**config.mk**
```make
export PLATFORM = sky130hd
export DESIGN_NAME = weekly_alarm_scheduler_core
export DESIGN_NICKNAME = d
export VERILOG_FILES = /design/src/design/wasc_pkg.sv /design/src/design/wasc_ram.sv /design/src/design/wasc_front.sv /design/src/design/wasc_back.sv /design/src/design/weekly_alarm_scheduler_core.sv
export SDC_FILE = /design/constraint.sdc
export NUM_CORES = 2
export LEC_CHECK = 0
export BUFFER_PORTS_ARGS = -buffer_cell sky130_fd_sc_hd__clkbuf_2
export CAP_MARGIN = 20
export CORE_MARGIN = 1
export CORE_UTILIZATION = 40
export CTS_CLUSTER_SIZE = 14
export DETAILED_ROUTE_END_ITERATION = 12
export GPL_TIMING_DRIVEN = 0
export PLACE_DENSITY = 0.54
export SLEW_MARGIN = 0
export SYNTH_ARGS = -nofsm -noshare
export SYNTH_HDL_FRONTEND = slang
export SYNTH_SLANG_ARGS = --single-unit
```
**constraint.sdc**
```tcl
create_clock -name clk -period 13.4 [get_ports clk]
set_clock_uncertainty 0.15 [all_clocks]
set_input_delay 2.68 -clock clk [delete_from_list [all_inputs] [get_ports clk]]
set_output_delay 2.68 -clock clk [all_outputs]
set_load 0.1 [all_outputs]
```
**src/design/wasc_pkg.sv**
```systemverilog
// Shared types and constants of the weekly alarm scheduler.
// Used by the front end, the back end and the top level; depends on nothing.
package wasc_pkg;

  localparam int CAPACITY        = 16;
  localparam int IDX_W           = (CAPACITY > 1) ? $clog2(CAPACITY) : 1;
  localparam int CNT_W           = $clog2(CAPACITY + 1);
  localparam int QUEUE_DEPTH     = 2;

  localparam int SECONDS_PER_DAY = 24 * 3600;
  localparam int DAYS_PER_WEEK   = 7;

  localparam int OPC_W      = 3;
  localparam int TIME_W     = 17;
  localparam int WDAY_W     = 3;
  localparam int MASK_W     = 7;
  localparam int INDEX_IN_W = 8;
  localparam int ACT_W      = 32;
  localparam int STATUS_W   = 2;
  localparam int INDEX_OUT_W = 4;
  localparam int DELTA_W    = 20;
  localparam int DAYS_W     = 3;
  localparam int SUM_W      = DELTA_W + 1;

  localparam int IN_DATA_W  = 88;
  localparam int OUT_DATA_W = 88;

  localparam logic [OPC_W-1:0] OP_INSERT    = 3'd0;
  localparam logic [OPC_W-1:0] OP_REMOVE    = 3'd1;
  localparam logic [OPC_W-1:0] OP_RECOMPUTE = 3'd2;
  localparam logic [OPC_W-1:0] OP_TRIGGER   = 3'd3;
  localparam logic [OPC_W-1:0] OP_INSPECT   = 3'd4;

  typedef enum logic [2:0] {
    CMD_INSERT,
    CMD_REMOVE,
    CMD_RECOMPUTE,
    CMD_TRIGGER,
    CMD_INSPECT,
    CMD_NOP
  } cmd_kind_t;

  typedef enum logic [STATUS_W-1:0] {
    ST_OK        = 2'd0,
    ST_FULL      = 2'd1,
    ST_BAD_INDEX = 2'd2,
    ST_NO_SEL    = 2'd3
  } status_t;

  // Classified command as it waits between front and back end.
  typedef struct packed {
    cmd_kind_t          kind;
    logic [TIME_W-1:0]  now_sec;
    logic [WDAY_W-1:0]  wday;      // normalized to 0..6
    logic               wday_ok;   // weekday was a real day
    logic [TIME_W-1:0]  new_time;
    logic [MASK_W-1:0]  new_mask;
    logic [IDX_W-1:0]   idx;
    logic               idx_in_range;
    logic [ACT_W-1:0]   new_action;
  } cmd_t;

  typedef struct packed {
    logic [TIME_W-1:0] alarm_time;
    logic [MASK_W-1:0] day_mask;
    logic [ACT_W-1:0]  action;
  } entry_t;

  localparam int ENTRY_W = $bits(entry_t);

  typedef struct packed {
    status_t                status;
    logic                   next_found;
    logic [INDEX_OUT_W-1:0] next_index;
    logic [DELTA_W-1:0]     next_delta;
    logic                   fire;
    logic [TIME_W-1:0]      read_time;
    logic [MASK_W-1:0]      read_mask;
    logic [ACT_W-1:0]       read_action;
  } res_t;

  function automatic logic [DELTA_W-1:0] day_seconds(input logic [DAYS_W-1:0] days);
    return DELTA_W'(int'(days) * SECONDS_PER_DAY);
  endfunction

endpackage

```
**src/design/wasc_ram.sv**
```systemverilog
// Generic single-write, single-read RAM with registered read data.
// Self-contained; holds the alarm table of the scheduler.
module wasc_ram #(
  parameter int WIDTH = 8,
  parameter int DEPTH = 16
) (
  input  logic                                       clk,
  input  logic                                       we,
  input  logic [((DEPTH > 1) ? $clog2(DEPTH) : 1)-1:0] waddr,
  input  logic [WIDTH-1:0]                           wdata,
  input  logic [((DEPTH > 1) ? $clog2(DEPTH) : 1)-1:0] raddr,
  output logic [WIDTH-1:0]                           rdata
);

  logic [WIDTH-1:0] mem_r [DEPTH];

  always_ff @(posedge clk) begin
    if (we) begin
      mem_r[waddr] <= wdata;
    end
    rdata <= mem_r[raddr];
  end

endmodule

```
**src/design/wasc_front.sv**
```systemverilog
// Front end: accepts input items, classifies them and queues the commands.
// Depends on wasc_pkg.
module wasc_front import wasc_pkg::*; (
  input  logic                 clk,
  input  logic                 rst_n,
  input  logic                 in_tvalid,
  output logic                 in_tready,
  // now_seconds, now_weekday, new_alarm_time, new_day_mask, entry_index, new_action
  input  logic [IN_DATA_W-1:0] in_tdata,
  // opcode
  input  logic [OPC_W-1:0]     in_tuser,
  output logic                 q_valid,
  output cmd_t                 q_cmd,
  input  logic                 q_pop
);

  localparam int QPTR_W = (QUEUE_DEPTH > 1) ? $clog2(QUEUE_DEPTH) : 1;
  localparam int QCNT_W = $clog2(QUEUE_DEPTH + 1);

  cmd_t              q_mem_r [QUEUE_DEPTH];
  logic [QPTR_W-1:0] wr_ptr_r, wr_ptr_nxt;
  logic [QPTR_W-1:0] rd_ptr_r, rd_ptr_nxt;
  logic [QCNT_W-1:0] fill_r;
  cmd_t              cls;
  logic              push;

  logic [WDAY_W-1:0]     f_wday;
  logic [INDEX_IN_W-1:0] f_index;

  assign f_wday  = in_tdata[19:17];
  assign f_index = in_tdata[51:44];

  always_comb begin
    unique case (in_tuser)
      OP_INSERT:    cls.kind = CMD_INSERT;
      OP_REMOVE:    cls.kind = CMD_REMOVE;
      OP_RECOMPUTE: cls.kind = CMD_RECOMPUTE;
      OP_TRIGGER:   cls.kind = CMD_TRIGGER;
      OP_INSPECT:   cls.kind = CMD_INSPECT;
      default:      cls.kind = CMD_NOP;
    endcase
    cls.now_sec      = in_tdata[16:0];
    // weekday 7 matches no mask bit and walks from Sunday
    cls.wday_ok      = (f_wday < WDAY_W'(DAYS_PER_WEEK));
    cls.wday         = cls.wday_ok ? f_wday : '0;
    cls.new_time     = in_tdata[36:20];
    cls.new_mask     = in_tdata[43:37];
    cls.idx_in_range = (f_index < INDEX_IN_W'(CAPACITY));
    cls.idx          = f_index[IDX_W-1:0];
    cls.new_action   = in_tdata[83:52];
  end

  assign in_tready = (fill_r < QCNT_W'(QUEUE_DEPTH));
  assign push      = in_tvalid && in_tready;
  assign q_valid   = (fill_r != '0);
  assign q_cmd     = q_mem_r[rd_ptr_r];

  assign wr_ptr_nxt = (wr_ptr_r == QPTR_W'(QUEUE_DEPTH - 1)) ? '0 : wr_ptr_r + 1'b1;
  assign rd_ptr_nxt = (rd_ptr_r == QPTR_W'(QUEUE_DEPTH - 1)) ? '0 : rd_ptr_r + 1'b1;

  always_ff @(posedge clk) begin
    if (push) begin
      q_mem_r[wr_ptr_r] <= cls;
    end
  end

  always_ff @(posedge clk) begin
    if (!rst_n) begin
      wr_ptr_r <= '0;
      rd_ptr_r <= '0;
      fill_r   <= '0;
    end else begin
      if (push) begin
        wr_ptr_r <= wr_ptr_nxt;
      end
      if (q_pop) begin
        rd_ptr_r <= rd_ptr_nxt;
      end
      unique case ({push, q_pop})
        2'b10:   fill_r <= fill_r + 1'b1;
        2'b01:   fill_r <= fill_r - 1'b1;
        default: fill_r <= fill_r;
      endcase
    end
  end

endmodule

```
**src/design/wasc_back.sv**
```systemverilog
// Back end: executes queued commands on the alarm table and scans for the next alarm.
// Depends on wasc_pkg and wasc_ram; drives the registered result.
module wasc_back import wasc_pkg::*; (
  input  logic clk,
  input  logic rst_n,
  input  logic q_valid,
  input  cmd_t q_cmd,
  output logic q_pop,
  output logic res_valid,
  input  logic res_ready,
  output res_t res
);

  typedef enum logic [2:0] {
    S_IDLE,
    S_EXEC,
    S_MOVE,
    S_FETCH,
    S_SCAN,
    S_FINISH
  } state_t;

  state_t             state_r;
  cmd_t               cmd_r;
  logic [CNT_W-1:0]   count_r;
  logic [CNT_W-1:0]   count_dec;
  logic [IDX_W-1:0]   sel_idx_r;
  logic               sel_vld_r;

  status_t            status_r;
  logic               fire_r;
  logic [TIME_W-1:0]  rtime_r;
  logic [MASK_W-1:0]  rmask_r;
  logic [ACT_W-1:0]   ract_r;
  logic [DELTA_W-1:0] delta_r;

  res_t               res_r;
  logic               out_vld_r;

  // scan pipeline
  logic [CNT_W-1:0]   scan_k_r;
  logic               v1_r, v2_r;
  logic [IDX_W-1:0]   k1_r, k2_r;
  logic               has2_r;
  logic [DAYS_W-1:0]  days2_r;
  logic [TIME_W-1:0]  t2_r;

  logic               ram_we;
  logic [IDX_W-1:0]   ram_waddr, ram_raddr;
  entry_t             ram_wdata, ram_rdata;

  logic               full, idx_ok, sel_ok;
  logic               s1_has;
  logic [DAYS_W-1:0]  s1_days;
  logic [SUM_W-1:0]   s2_sum;
  logic [DELTA_W-1:0] s2_delta;

  wasc_ram #(
    .WIDTH (ENTRY_W),
    .DEPTH (CAPACITY)
  ) u_table (
    .clk   (clk),
    .we    (ram_we),
    .waddr (ram_waddr),
    .wdata (ram_wdata),
    .raddr (ram_raddr),
    .rdata (ram_rdata)
  );

  assign count_dec = count_r - 1'b1;
  assign full      = (count_r >= CNT_W'(CAPACITY));
  assign idx_ok    = cmd_r.idx_in_range && (CNT_W'(cmd_r.idx) < count_r);
  assign sel_ok    = sel_vld_r && (CNT_W'(sel_idx_r) < count_r);
  assign q_pop     = (state_r == S_IDLE) && q_valid;

  always_comb begin
    ram_we    = 1'b0;
    ram_waddr = count_r[IDX_W-1:0];
    ram_wdata = '{alarm_time: cmd_r.new_time, day_mask: cmd_r.new_mask,
                  action: cmd_r.new_action};
    ram_raddr = scan_k_r[IDX_W-1:0];
    unique case (state_r)
      S_EXEC: begin
        unique case (cmd_r.kind)
          CMD_INSERT:  ram_we    = !full;
          CMD_REMOVE:  ram_raddr = count_dec[IDX_W-1:0];
          CMD_TRIGGER: ram_raddr = sel_idx_r;
          CMD_INSPECT: ram_raddr = cmd_r.idx;
          default:     ram_we    = 1'b0;
        endcase
      end
      S_MOVE: begin
        // last entry fills the freed slot
        ram_we    = 1'b1;
        ram_waddr = cmd_r.idx;
        ram_wdata = ram_rdata;
      end
      default: ram_we = 1'b0;
    endcase
  end

  // Stage 1: rotate the mask to start at today, then find the first firing day.
  always_comb begin
    logic [MASK_W-1:0]     rot;
    logic [2*MASK_W-1:0]   ext;
    logic [WDAY_W:0]       pos;
    logic                  off;
    rot = '0;
    pos = '0;
    off = (ram_rdata.alarm_time <= cmd_r.now_sec) && cmd_r.wday_ok &&
          ram_rdata.day_mask[cmd_r.wday];
    for (int j = 0; j < DAYS_PER_WEEK; j++) begin
      pos = (WDAY_W + 1)'(j) + {1'b0, cmd_r.wday};
      if (pos >= (WDAY_W + 1)'(DAYS_PER_WEEK)) begin
        pos = pos - (WDAY_W + 1)'(DAYS_PER_WEEK);
      end
      rot[j] = ram_rdata.day_mask[pos[WDAY_W-1:0]];
    end
    ext     = {rot, rot};
    s1_days = '0;
    for (int j = DAYS_PER_WEEK; j >= 0; j--) begin
      if (ext[j] && (j >= int'(off))) begin
        s1_days = DAYS_W'(j);
      end
    end
    s1_has = |ram_rdata.day_mask;
  end

  // Stage 2: seconds until firing, clamped at zero.
  assign s2_sum   = SUM_W'(t2_r) - SUM_W'(cmd_r.now_sec) + SUM_W'(day_seconds(days2_r));
  assign s2_delta = s2_sum[SUM_W-1] ? '0 : s2_sum[DELTA_W-1:0];

  always_ff @(posedge clk) begin
    if (!rst_n) begin
      state_r   <= S_IDLE;
      count_r   <= '0;
      sel_idx_r <= '0;
      sel_vld_r <= 1'b0;
      out_vld_r <= 1'b0;
      scan_k_r  <= '0;
      v1_r      <= 1'b0;
      v2_r      <= 1'b0;
    end else begin
      // load a new result, or drop the one just taken
      if ((state_r == S_FINISH) && (!out_vld_r || res_ready)) begin
        out_vld_r <= 1'b1;
      end else if (res_ready) begin
        out_vld_r <= 1'b0;
      end
      unique case (state_r)
        S_IDLE: begin
          if (q_valid) begin
            cmd_r    <= q_cmd;
            status_r <= ST_OK;
            fire_r   <= 1'b0;
            rtime_r  <= '0;
            rmask_r  <= '0;
            ract_r   <= '0;
            delta_r  <= '0;
            state_r  <= S_EXEC;
          end
        end
        S_EXEC: begin
          unique case (cmd_r.kind)
            CMD_INSERT: begin
              if (full) begin
                status_r <= ST_FULL;
                state_r  <= S_FINISH;
              end else begin
                count_r   <= count_r + 1'b1;
                scan_k_r  <= '0;
                sel_vld_r <= 1'b0;
                sel_idx_r <= '0;
                state_r   <= S_SCAN;
              end
            end
            CMD_REMOVE: begin
              if (!idx_ok) begin
                status_r <= ST_BAD_INDEX;
                state_r  <= S_FINISH;
              end else begin
                count_r <= count_dec;
                state_r <= S_MOVE;
              end
            end
            CMD_RECOMPUTE: begin
              scan_k_r  <= '0;
              sel_vld_r <= 1'b0;
              sel_idx_r <= '0;
              state_r   <= S_SCAN;
            end
            CMD_TRIGGER: begin
              if (!sel_ok) begin
                status_r <= ST_NO_SEL;
                state_r  <= S_FINISH;
              end else begin
                state_r <= S_FETCH;
              end
            end
            CMD_INSPECT: begin
              if (!idx_ok) begin
                status_r <= ST_BAD_INDEX;
                state_r  <= S_FINISH;
              end else begin
                state_r <= S_FETCH;
              end
            end
            default: state_r <= S_FINISH;
          endcase
        end
        S_MOVE: begin
          scan_k_r  <= '0;
          sel_vld_r <= 1'b0;
          sel_idx_r <= '0;
          state_r   <= S_SCAN;
        end
        S_FETCH: begin
          ract_r <= ram_rdata.action;
          if (cmd_r.kind == CMD_TRIGGER) begin
            fire_r    <= 1'b1;
            scan_k_r  <= '0;
            sel_vld_r <= 1'b0;
            sel_idx_r <= '0;
            state_r   <= S_SCAN;
          end else begin
            rtime_r <= ram_rdata.alarm_time;
            rmask_r <= ram_rdata.day_mask;
            state_r <= S_FINISH;
          end
        end
        S_SCAN: begin
          if (scan_k_r < count_r) begin
            v1_r     <= 1'b1;
            k1_r     <= scan_k_r[IDX_W-1:0];
            scan_k_r <= scan_k_r + 1'b1;
          end else begin
            v1_r <= 1'b0;
          end
          v2_r    <= v1_r;
          k2_r    <= k1_r;
          has2_r  <= s1_has;
          days2_r <= s1_days;
          t2_r    <= ram_rdata.alarm_time;
          // strict compare keeps the lowest index on a tie
          if (v2_r && has2_r && (!sel_vld_r || (s2_delta < delta_r))) begin
            sel_vld_r <= 1'b1;
            sel_idx_r <= k2_r;
            delta_r   <= s2_delta;
          end
          if ((scan_k_r == count_r) && !v1_r && !v2_r) begin
            state_r <= S_FINISH;
          end
        end
        S_FINISH: begin
          if (!out_vld_r || res_ready) begin
            res_r.status      <= status_r;
            res_r.next_found  <= sel_vld_r;
            res_r.next_index  <= sel_vld_r ? INDEX_OUT_W'(sel_idx_r) : '0;
            res_r.next_delta  <= delta_r;
            res_r.fire        <= fire_r;
            res_r.read_time   <= rtime_r;
            res_r.read_mask   <= rmask_r;
            res_r.read_action <= ract_r;
            state_r           <= S_IDLE;
          end
        end
        default: state_r <= S_IDLE;
      endcase
    end
  end

  assign res_valid = out_vld_r;
  assign res       = res_r;

`ifndef SYNTH
  a_count_bound: assert property (@(posedge clk) disable iff (!rst_n)
    count_r <= CNT_W'(CAPACITY))
    else $error("entry count above capacity");

  a_sel_in_table: assert property (@(posedge clk) disable iff (!rst_n)
    (state_r == S_IDLE) && sel_vld_r |-> (CNT_W'(sel_idx_r) < count_r))
    else $error("selected entry outside the table");

  a_no_write_in_scan: assert property (@(posedge clk) disable iff (!rst_n)
    (state_r == S_SCAN) |-> !ram_we)
    else $error("table written during a scan");

  a_fire_ok: assert property (@(posedge clk) disable iff (!rst_n)
    out_vld_r && res_r.fire |-> (res_r.status == ST_OK))
    else $error("fire reported with failing status");

  a_scan_drain: assert property (@(posedge clk) disable iff (!rst_n)
    (state_r == S_SCAN) && $past(state_r) != S_SCAN |-> !v1_r && !v2_r)
    else $error("scan pipeline not empty at scan start");
`endif

endmodule

```
**src/design/weekly_alarm_scheduler_core.sv**
```systemverilog
// Top level of the weekly alarm scheduler: stream ports, front end and back end.
// Depends on wasc_pkg, wasc_front and wasc_back (which holds the wasc_ram table).
//
// Usage: each input item carries a command (insert, remove, recompute, trigger,
// inspect) with the current second of day and weekday; every item yields exactly
// one result item carrying status, the next selected alarm and any read data.
// The front end accepts items into a two-entry command queue, so in_tready
// stays high while the back end is busy, until the queue fills.
// The back end runs one command at a time, so one item finishes before the next
// starts. An inspect reads the table; a scanning command (successful insert,
// remove, trigger, or recompute) scans the table through a two-stage delta
// pipeline, reading one alarm-table entry per cycle from the single RAM read
// port. A remove first moves the last entry into the freed slot, and a trigger
// first fetches the action.
// Results sit in an output register; while out_tready is low the back end
// holds its next result and the queue absorbs up to two further items.
// Reset (rst_n low, synchronous) empties the table and the queue and clears
// the selection; table contents stay undefined until written.
module weekly_alarm_scheduler_core import wasc_pkg::*; (
  input  logic                  clk,
  input  logic                  rst_n,
  input  logic                  in_tvalid,
  output logic                  in_tready,
  // now_seconds, now_weekday, new_alarm_time, new_day_mask, entry_index, new_action
  input  logic [IN_DATA_W-1:0]  in_tdata,
  // opcode
  input  logic [OPC_W-1:0]      in_tuser,
  output logic                  out_tvalid,
  input  logic                  out_tready,
  // next_found, next_index, next_delta, fire, read_time, read_mask, read_action
  output logic [OUT_DATA_W-1:0] out_tdata,
  // status
  output logic [STATUS_W-1:0]   out_tuser
);

  logic q_valid;
  logic q_pop;
  cmd_t q_cmd;
  res_t res;

  wasc_front u_front (
    .clk       (clk),
    .rst_n     (rst_n),
    .in_tvalid (in_tvalid),
    .in_tready (in_tready),
    .in_tdata  (in_tdata),
    .in_tuser  (in_tuser),
    .q_valid   (q_valid),
    .q_cmd     (q_cmd),
    .q_pop     (q_pop)
  );

  wasc_back u_back (
    .clk       (clk),
    .rst_n     (rst_n),
    .q_valid   (q_valid),
    .q_cmd     (q_cmd),
    .q_pop     (q_pop),
    .res_valid (out_tvalid),
    .res_ready (out_tready),
    .res       (res)
  );

  assign out_tuser = res.status;
  assign out_tdata = {6'd0, res.read_action, res.read_mask, res.read_time, res.fire,
                      res.next_delta, res.next_index, res.next_found};

endmodule
```
==> results.py <==
metrics = {
    "global_route": {
        "grt_pass1_vias": 30660,
        "grt_start_max_net_pins": 49,
        "antenna_found_initial": 6,
        "grt-ovfl-total": 0,
        "grt_pass1_wl_um": 211300,
        "grt_usage_pct": 19.87,
    },
    "clocking": {
        "cts.htree.levels": 4,
        "postCtsSetupBuffers": 0,
        "ctsRootBufferMaster": "clkbuf_16",
        "cts_resized": 0,
        "cts_tree": "yes",
        "clk_pin_slew_worst_paths_ns": 0.06,
        "cts_hold_buf": 0,
        "cts_inserted_buffers": 154,
        "cts_sinks": 1424,
        "cts_buffer_depth": 3,
        "clock_latency_ns": 0.78,
    },
    "finish": {
        "drive_above_1_share_pct": 18.11,
        "fin_nets": 4087,
        "syn2layout_area_growth_pct": 17.14,
    },
    "die": {
        "die_h_um": 385.2,
        "die_x_um": 385.2,
        "core_area_sq_um": 145700,
        "rows": 140,
        "pin_count": 187,
        "dieArea_sq_um": 148400,
        "start_util_pct": 40.31,
    },
    "timing": {
        "fin_hold_ws_ns": 0.2547,
        "finalSetupViolCount": 0,
        "hold_viol": 0,
        "rsz0062_at_grt": "no",
        "layout_setup_ws_ns": 5.953,
        "fin_crit_sh_pct": 55.58,
        "slew_headroom_pct": 21.47,
        "tns_ns": 0,
        "fmax_mhz": 134.3,
        "fin_crit_ns": 7.447,
        "slew_violations": 0,
        "tightest_slew_ns": 1.167,
    },
    "yosys": {
        "synthTopCellsByCount": "1,343 x edfxtp_1, 869 x mux2i_1, 229 x nand2_1",
        "syn_inst": 3477,
        "synthArstFlopShare_pct": 0,
        "yosysMostFrequentCell": "edfxtp_1",
        "synth_seq_area_share_pct": 71.41,
        "synth-seq-cells": 1424,
        "synth_area_per_cell_sq_um": 16.90,
        "yosys.area.top_type": "edfxtp_1",
        "syn-cell-area_sq_um": 58750,
        "ys.flop_type": "edfxtp_1",
        "synth_edf_count": 1343,
        "ys_warn_count": 0,
        "synth.area.top_cells": "edfxtp_1 69%, mux2i_1 15%, dfxtp_1 2.8%",
        "synthDominantCellAreaShare_pct": 68.65,
        "synth.distinct_cells": 77,
    },
    "route": {
        "drt_iter0_drc": 2299,
        "num_vias": 30500,
        "wire_per_inst_um": 24.73,
        "antenna_left": 0,
        "drc": 0,
        "firstDrtPassIters": 5,
        "wirelength_um": 146800,
        "vias_per_cell": 5.138,
    },
    "placed_design": {
        "gp_congestion": 0.8201,
        "port_buffers": 175,
        "dp_hpwl_um": 97830,
        "place_ws_ns": 5.949,
    },
    "setup_path": {
        "reg2reg_depth": 28,
        "rrSetupSlack_ns": 5.95,
        "cp_data_required_time_ns": 13.64,
        "cpMostUsedCell": "a21oi_1",
        "cp_slowest_cell": "o211a_1",
        "worstSetupEndpointType": "register",
        "worstPathArrival_ns": 7.69,
        "worst_path_largest_cell_delay_ns": 0.75,
        "startpoint_type": "register",
        "path_class": "register to register",
        "crit_fanout": 20,
    },
    "flow_run": {
        "cap_violations": 0,
    },
    "outcome": {
        "status": "finished clean",
    },
    "power": {
        "p_leak_uw": 0.02296,
        "powerDensity_nw_per_um2": 184.7,
        "ir_worst_vdd_mv": 0.09864,
    },
    "min_path": {
        "holdPathStages": 0,
        "hp-class": "register to register",
    },
}
==> per-stage QoR <==
stage,cells,utilization [%],power [uW],instance area (sq um)
3_3_place_gp,5574,42.57,8441,62040
3_5_place_dp,5649,43.64,8472,63600
4_1_cts,5936,47.22,12850,68820
2_1_floorplan,3482,-,7526,58770
6_report,5937,47.22,12710,68820
5_1_grt,5936,47.22,13270,68820
==> final timing paths <==
| kind | startpoint | end |
|---|---|---|
| hold reg to reg | u_back.ract_r[9] | u_back.res[9] |
| hold / removal | u_back.ract_r[9] | u_back.res[9] |
| setup reg to reg | u_back.t2_r[0] | u_back.delta_r[10] |
| setup / recovery | u_back.t2_r[0] | u_back.delta_r[10] |
==> registers in the layout, indices dropped and copies added, names as in the netlist, 5 cells and up <==
name,cells
u_back.res,84
u_back.ract_r,32
u_back.u_table.mem_r,896
u_back.rtime_r,17
u_back.delta_r,20
u_back.u_table.rdata,56
u_back.t2_r,17
u_back.cmd_r,85
u_back.count_r,5
u_front.q_mem_r,170
u_back.scan_k_r,5
u_back.rmask_r,7
==> placed cells by master (no fill, tap or decap), drive strengths merged, types with 5 or more instances in the layout <==
| master | count |
|---|---|
| or3 | 6 |
| nor3 | 14 |
| nand3b | 5 |
| bufinv | 15 |
| ha | 101 |
| o211ai | 12 |
| dfxtp | 81 |
| nor2b | 15 |
| and2 | 81 |
| a31oi | 12 |
| mux2i | 869 |
| nand2b | 10 |
| xnor2 | 28 |
| a211oi | 9 |
| a221oi | 5 |
| mux4 | 7 |
| and3 | 22 |
| a21oi | 56 |
| a21o | 20 |
| nand4 | 8 |
| o21bai | 6 |
| nand3 | 23 |
| o21ai | 40 |
| mux2 | 86 |
| conb | 6 |
| xor2 | 15 |
| o21a | 7 |
| clkinv | 46 |
| or2 | 6 |
| buf | 187 |
| clkbuf | 432 |
| nor2 | 74 |
| edfxtp | 1343 |
| inv | 80 |
| nor4 | 6 |
| nand2 | 229 |
==> critical path: cells and delay by family, from the launching register on <==
family / cells / cell delay (ns)
AO/OA/AOI/OAI: 12 / 2.94
AND/OR/NAND/NOR: 9 / 1.68
adder cells (fa/ha/maj): 4 / 1.04
buffers and inverters: 2 / 0.47
XOR/XNOR: 1 / 0.42
flip-flops: 1 / 0.36
==> report_power, final <==
| part | total (uW) | switching (uW) | leakage, uW | internal [uW] |
|---|---|---|---|---|
| Sequential | 5600 | 163 | 0.0129 | 5440 |
| Combinational | 2770 | 1740 | 0.00753 | 1020 |
| Clock | 4350 | 1770 | 0.00256 | 2580 |
==> per-layer routing <==
layer | part of all wire (%) | wire length, um | up-vias | global-route usage (%)
li1 | - | - | 14130 | -
met1 | 47 | 68690 | 15480 | 28.20
met2 | 47 | 68880 | 716 | 31.98
met5 | 0 | 0 | - | 0
met3 | 4.6 | 6821 | 177 | 3.178
met4 | 1.7 | 2430 | 0 | 4.663
==> cell families (layout without fill, tap and decap cells) <==
kind of cell	after synthesis	after routing	synth area share (%)
DFF	1424	1424	71.41
muxes	962	962	16.72
and+or+nand+nor	512	512	4.189
buffers and inverters	227	764	2.456
AOI/OAI and AO/OA	203	203	2.294
adders and majority gates	105	105	2.270
xor gates and xnor gates	43	43	0.6539
other	1	7	0.006383
==> layout make-up <==
cell class                      count  area (sq um)
Sequential cell                  1424         41950
Clock inverter                     75         873.3
Fill cell                       12550         76920
Tap cell                         1917          2399
Multi-Input combinational cell   1831         15550
Antenna cell                        1         2.502
Buffer                            158          1185
Inverter                           69         259.0
Timing Repair Buffer              250          2257
Clock buffer                      212          4347
(Power assumes the default switching activity.)
